--- src/hdl/rbb_fifo.sv ---
// Two-entry command queue between the front and the back.
module rbb_fifo #(
    parameter type t_cmd = logic
) (
    input  logic i_clk,
    input  logic i_rst_n,
    input  logic i_push,
    input  t_cmd i_cmd,
    output logic o_full,
    input  logic i_pop,
    output t_cmd o_cmd,
    output logic o_empty
);
    t_cmd       r_mem [2];
    logic       r_wp, r_rp;
    logic [1:0] r_cnt;

    always_ff @(posedge i_clk) begin
        if (!i_rst_n) begin
            r_wp  <= 1'b0;
            r_rp  <= 1'b0;
            r_cnt <= 2'd0;
        end else begin
            if (i_push) begin
                r_wp <= ~r_wp;
            end
            if (i_pop) begin
                r_rp <= ~r_rp;
            end
            r_cnt <= r_cnt + 2'(i_push) - 2'(i_pop);
        end
    end

    always_ff @(posedge i_clk) begin
        if (i_push) begin
            r_mem[r_wp] <= i_cmd;
        end
    end

    assign o_cmd   = r_mem[r_rp];
    assign o_full  = (r_cnt == 2'd2);
    assign o_empty = (r_cnt == 2'd0);
endmodule

--- config.mk ---
export PLATFORM = sky130hd
export DESIGN_NAME = rbb_fifo
export DESIGN_NICKNAME = d
export VERILOG_FILES = /design/src/hdl/rbb_fifo.sv
export SDC_FILE = /design/constraint.sdc
export NUM_CORES = 1
export LEC_CHECK = 0
export ABC_AREA = 1
export BUFFER_PORTS_ARGS = -buffer_cell sky130_fd_sc_hd__buf_2
export CAP_MARGIN = 20
export CORE_AREA = 3 3 40 42
export CTS_CLUSTER_DIAMETER = 120
export DETAILED_ROUTE_END_ITERATION = 8
export DIE_AREA = 0 0 43 45
export MAX_ROUTING_LAYER = met4
export PLACE_DENSITY = 0.52
export SLEW_MARGIN = 0
export SYNTH_ARGS = -nofsm -noshare
export SYNTH_HDL_FRONTEND = slang
export SYNTH_SLANG_ARGS = --single-unit
--- constraint.sdc ---
create_clock -name i_clk -period 1.8 [get_ports i_clk]
set_clock_uncertainty 0.05 [all_clocks]
set_input_delay 0.18 -clock i_clk [delete_from_list [all_inputs] [get_ports i_clk]]
set_output_delay 0.18 -clock i_clk [all_outputs]
set_load 0.05 [all_outputs]
=== Yosys cells after proc, flatten, opt, wreduce, memory -nomap -nowiden ===
Memories as Yosys holds them, arrays and structs flattened. A register that Yosys moved wholly into a read port is not among the register bits.
Index checks and enable logic that the tools add are counted.

* Bits in registers: 4
* Latch bits: 0
* Bits in writable memories: 2
* ROM bits: 0
* Bits of input ports: 5
* Output and inout port bits: 3
* Logic and storage cells: 14
* Memories: 1

{| class="wikitable"
|+ Memory list
! name !! depth !! bits a word !! rd ports !! clocked after Yosys merged registers in !! write ports !! RTL line !! text
|-
| r_mem || 2 || 1 || 1 || 1 || 1 || 14 || <nowiki>t_cmd r_mem [2];</nowiki>
|}

* $add $sub $neg: 2
* Multiply operators: 0
* Div/mod/pow operators: 0
* Magnitude comparators: 0
* Equality and inequality tests: 1
* Shift-type cells: 0
* Muxes and demuxes: 4
* Bitwise operators: 2
* Reduce and logical (&&, ||, !) cells: 1

{| class="wikitable"
|+ Operator list
! kind !! number
|-
| 2-to-1 mux 1 bit || 4
|-
| adder 2 x 1 -> 2 bit || 1
|-
| equality test 2 bit, second input constant || 1
|-
| logical NOT 2 bit || 1
|-
| NOT 1 bit || 2
|-
| subtractor 2 x 1 -> 2 bit || 1
|}

=== Logic depth before layout (Yosys ltp) ===
* Depth in word-level cells: 3
* Gate-level depth with buffers: 9

=== Worst setup path before layout ===
Ideal clock, no wire load.

* Path type: register to register
* Start point: reg r_cnt[0]
* End point: reg r_cnt[1]
* Arrival: 1.118 ns
* Required time: 1.634 ns
* Path slack: 0.516 ns
* Cell stages (with the launch flop): 9
* Path buffers: 0
* Period minus slack after synthesis: 1.284 ns
* Cells stage by stage: dfxtp_1 > inv_1 > ha_1 > inv_1 > ha_1 > inv_1 > nand2_2 > a21oi_1 > nor2_2

* Cells in the longest elaborated chain, start to end: 2

{| class="wikitable"
|+ RTL lines
! what !! RTL line !! text
|-
| start: declaration || 16 || <nowiki>logic [1:0] r_cnt;</nowiki>
|-
| start signal: assignment || 30 || <nowiki>r_cnt <= r_cnt + 2'(i_push) - 2'(i_pop);</nowiki>
|-
| adder 2 x 1 -> 2 bit || 30 ||
|-
| subtractor 2 x 1 -> 2 bit || 30 ||
|}

Every way passes these cells.
A chain may end at the register's enable or synchronous reset.

=== Worst setup path after layout ===
Same ends and word-level chain as after synthesis.

==> flow_summary.json <==
{
  "power.switching_mw": 0.1388,
  "pin_count": 8,
  "grt_pass1_vias": 221,
  "die_area_mm2": 0.001935,
  "worstSetupPathType": "register to register",
  "ys_seq_elements": 7,
  "htreeDepth": 1,
  "worst_slew_pin_slew_ps": 247.9,
  "dp_slack_ps": 469.9,
  "die_y_um": 45,
  "route.detailed.drc": 0,
  "synth_cell_types": 11,
  "cts_resized": 0,
  "swShare_pct": 32.13,
  "grt_overflow": 0,
  "grt_max_degree": 5,
  "clk_pin_slew_worst_paths_ps": 50,
  "syn-cell-area_um2": 301.5,
  "clock_latency_ps": 250,
  "grt_antenna_before_repair": 0,
  "max_freq_mhz": 747.4,
  "cts_buffer_depth": 2,
  "die_x_um": 43,
  "post_drt_wl_per_cell_um": 7.532,
  "antenna_left": 0,
  "vias_per_cell": 3.952,
  "fin_crit_ps": 1338,
  "layout_common_cells": "nor2_1 (8), inv_1 (7), nand2_1 (7), buf_2 (7), dfxtp_1 (5)",
  "hold_depth": 1,
  "cp.required_ps": 1900,
  "setup-tns-final_ps": 0,
  "synth_warnings": 0,
  "syn_inst": 36,
  "rows": 13,
  "regArea_um2": 160.2,
  "place_hpwl_um": 378.3,
  "hold_viol_final": 0,
  "ff2ff_setup_slack_ps": 460,
  "sequentialPowerShare_pct": 43.1,
  "leakagePower_nw": 0.2016,
  "multiInputGateArea_um2": 115.1,
  "clockPowerShare_pct": 33.2,
  "post_cts_buffers": 0,
  "rsz0062_at_grt": "false",
  "grt_first_pass_wirelength_um": 800,
  "hp-class": "input pin to register",
  "crit_arrival_ps": 1440,
  "cap_violations": 0,
  "start_util_pct": 23.47,
  "setup_viol": 0,
  "clkSinkCount": 7,
  "wirelength_um": 467,
  "antenna_cells": 0,
  "fin_cells": 62,
  "syn2layout_area_growth_pct": 26.56,
  "p_int_mw": 0.2931,
  "nNetsFinal": 55,
  "maxSlewViolCount": 0,
  "final_common_cell": "nor2_1",
  "peakVddDrop_v": 0.0002171,
  "slew_headroom_pct": 83.59,
  "design_area_um2": 381.6,
  "cts_inserted_buffers": 3,
  "dp.cells": 58,
  "drtIter0Drc": 0,
  "drive_gt1_share_pct": 25.53,
  "postCtsHoldBufs": 0,
  "drtPass1Iterations": 1,
  "place_area_um2": 355.3,
  "synth_nets": 43,
  "vias": 245,
  "r2r_cells": 8,
  "path_max_fanout": 3,
  "yosysSeqAreaShare_pct": 53.11,
  "startpoint_type": "register",
  "finalCritPeriodShare_pct": 74.33,
  "critPathCaptureType": "register",
  "pwr-share-comb_pct": 23.8,
  "avgSynthCellArea_um2": 8.376,
  "port_buffers": 7,
  "post-route-worst-setup-slack_ps": 462.0,
  "status": "completed",
  "fillers": 142,
  "cts_root_buf": "clkbuf_4",
  "cts_tree": "done",
  "core-area_mm2": 0.001285,
  "power_mw": 0.4319,
  "place.gp.congestion": 0.7084,
  "gr-usage-all-layers_pct": 6.460,
  "power_per_cell_area_mw_per_mm2": 1132
}
per-stage QoR:
step / utilization, % / hold WS, ps
6_report: 29.70 / 75.01
3_3_place_gp: 27.65 / 326.2
4_1_cts: 29.70 / 70.14
2_1_floorplan: - / 223.5
3_5_place_dp: 27.65 / 330.7
5_1_grt: 29.70 / 63.25
routing by layer:
layer,GRT usage (%),vias to the layer above,wire length [µm]
li1,-,131,-
met2,8.084,8,198
met3,3.586,4,30
met1,6.585,102,209
met4,7.229,0,29
met5,-,-,0
critical path, stage by stage, from the launching register on:
cell	delay, ps
dfxtp_1	340
inv_1	50
ha_1	260
inv_1	40
ha_1	180
inv_1	60
nand2_2	60
a21oi_1	150
nor2_2	50
path summary, 6_finish.rpt:
path | to | startpoint
worst max-delay path | r_cnt[1]$_SDFF_PN0_ | r_cnt[0]$_SDFF_PN0_
worst min-delay path | r_mem[1]$_DFFE_PP_ | i_cmd
worst max register to register | r_cnt[1]$_SDFF_PN0_ | r_cnt[0]$_SDFF_PN0_
worst min register to register | r_wp$_SDFFE_PN0P_ | r_wp$_SDFFE_PN0P_
cell families (layout without fill, tap and decap cells):
logic type      count (synthesis)  in the layout  share of synthesized area, %
compound gates                  1              1                         1.658
fa+ha+maj                       2              2                         8.297
buf+inv                         7             18                         8.715
flops                           7              7                         53.11
mux                             1              1                         3.734
simple gates                   18             18                         24.48
power by group through the flow:
stage / clock [mW] / sequential, mW / combinational [mW]
after global placement: 0 / 0.189 / 0.103
after detailed placement: 0 / 0.189 / 0.104
after floorplan: 0 / 0.187 / 0.0820
after CTS: 0.148 / 0.186 / 0.104
final: 0.143 / 0.186 / 0.103
after global routing: 0.160 / 0.188 / 0.116
cells in the mapped netlist:
| library cell | count | area share, % |
|---|---|---|
| a21oi_1 | 1 | 1.7 |
| dfxtp_1 | 5 | 33 |
| edfxtp_1 | 2 | 20 |
| ha_1 | 2 | 8.3 |
| inv_1 | 7 | 8.7 |
| mux2_1 | 1 | 3.7 |
| nand2_1 | 7 | 8.7 |
| nand2_2 | 1 | 2.1 |
| nand3_1 | 1 | 1.7 |
| nor2_1 | 8 | 10 |
| nor2_2 | 1 | 2.1 |
cell type report:
cell class	count	area share, %
clock buffers	4	6.885
multi-input cells	22	30.16
repair buffers	7	9.180
inverters	7	6.885
well taps	15	4.918
flip-flops and latches	7	41.97
(Power assumes the default switching activity.)
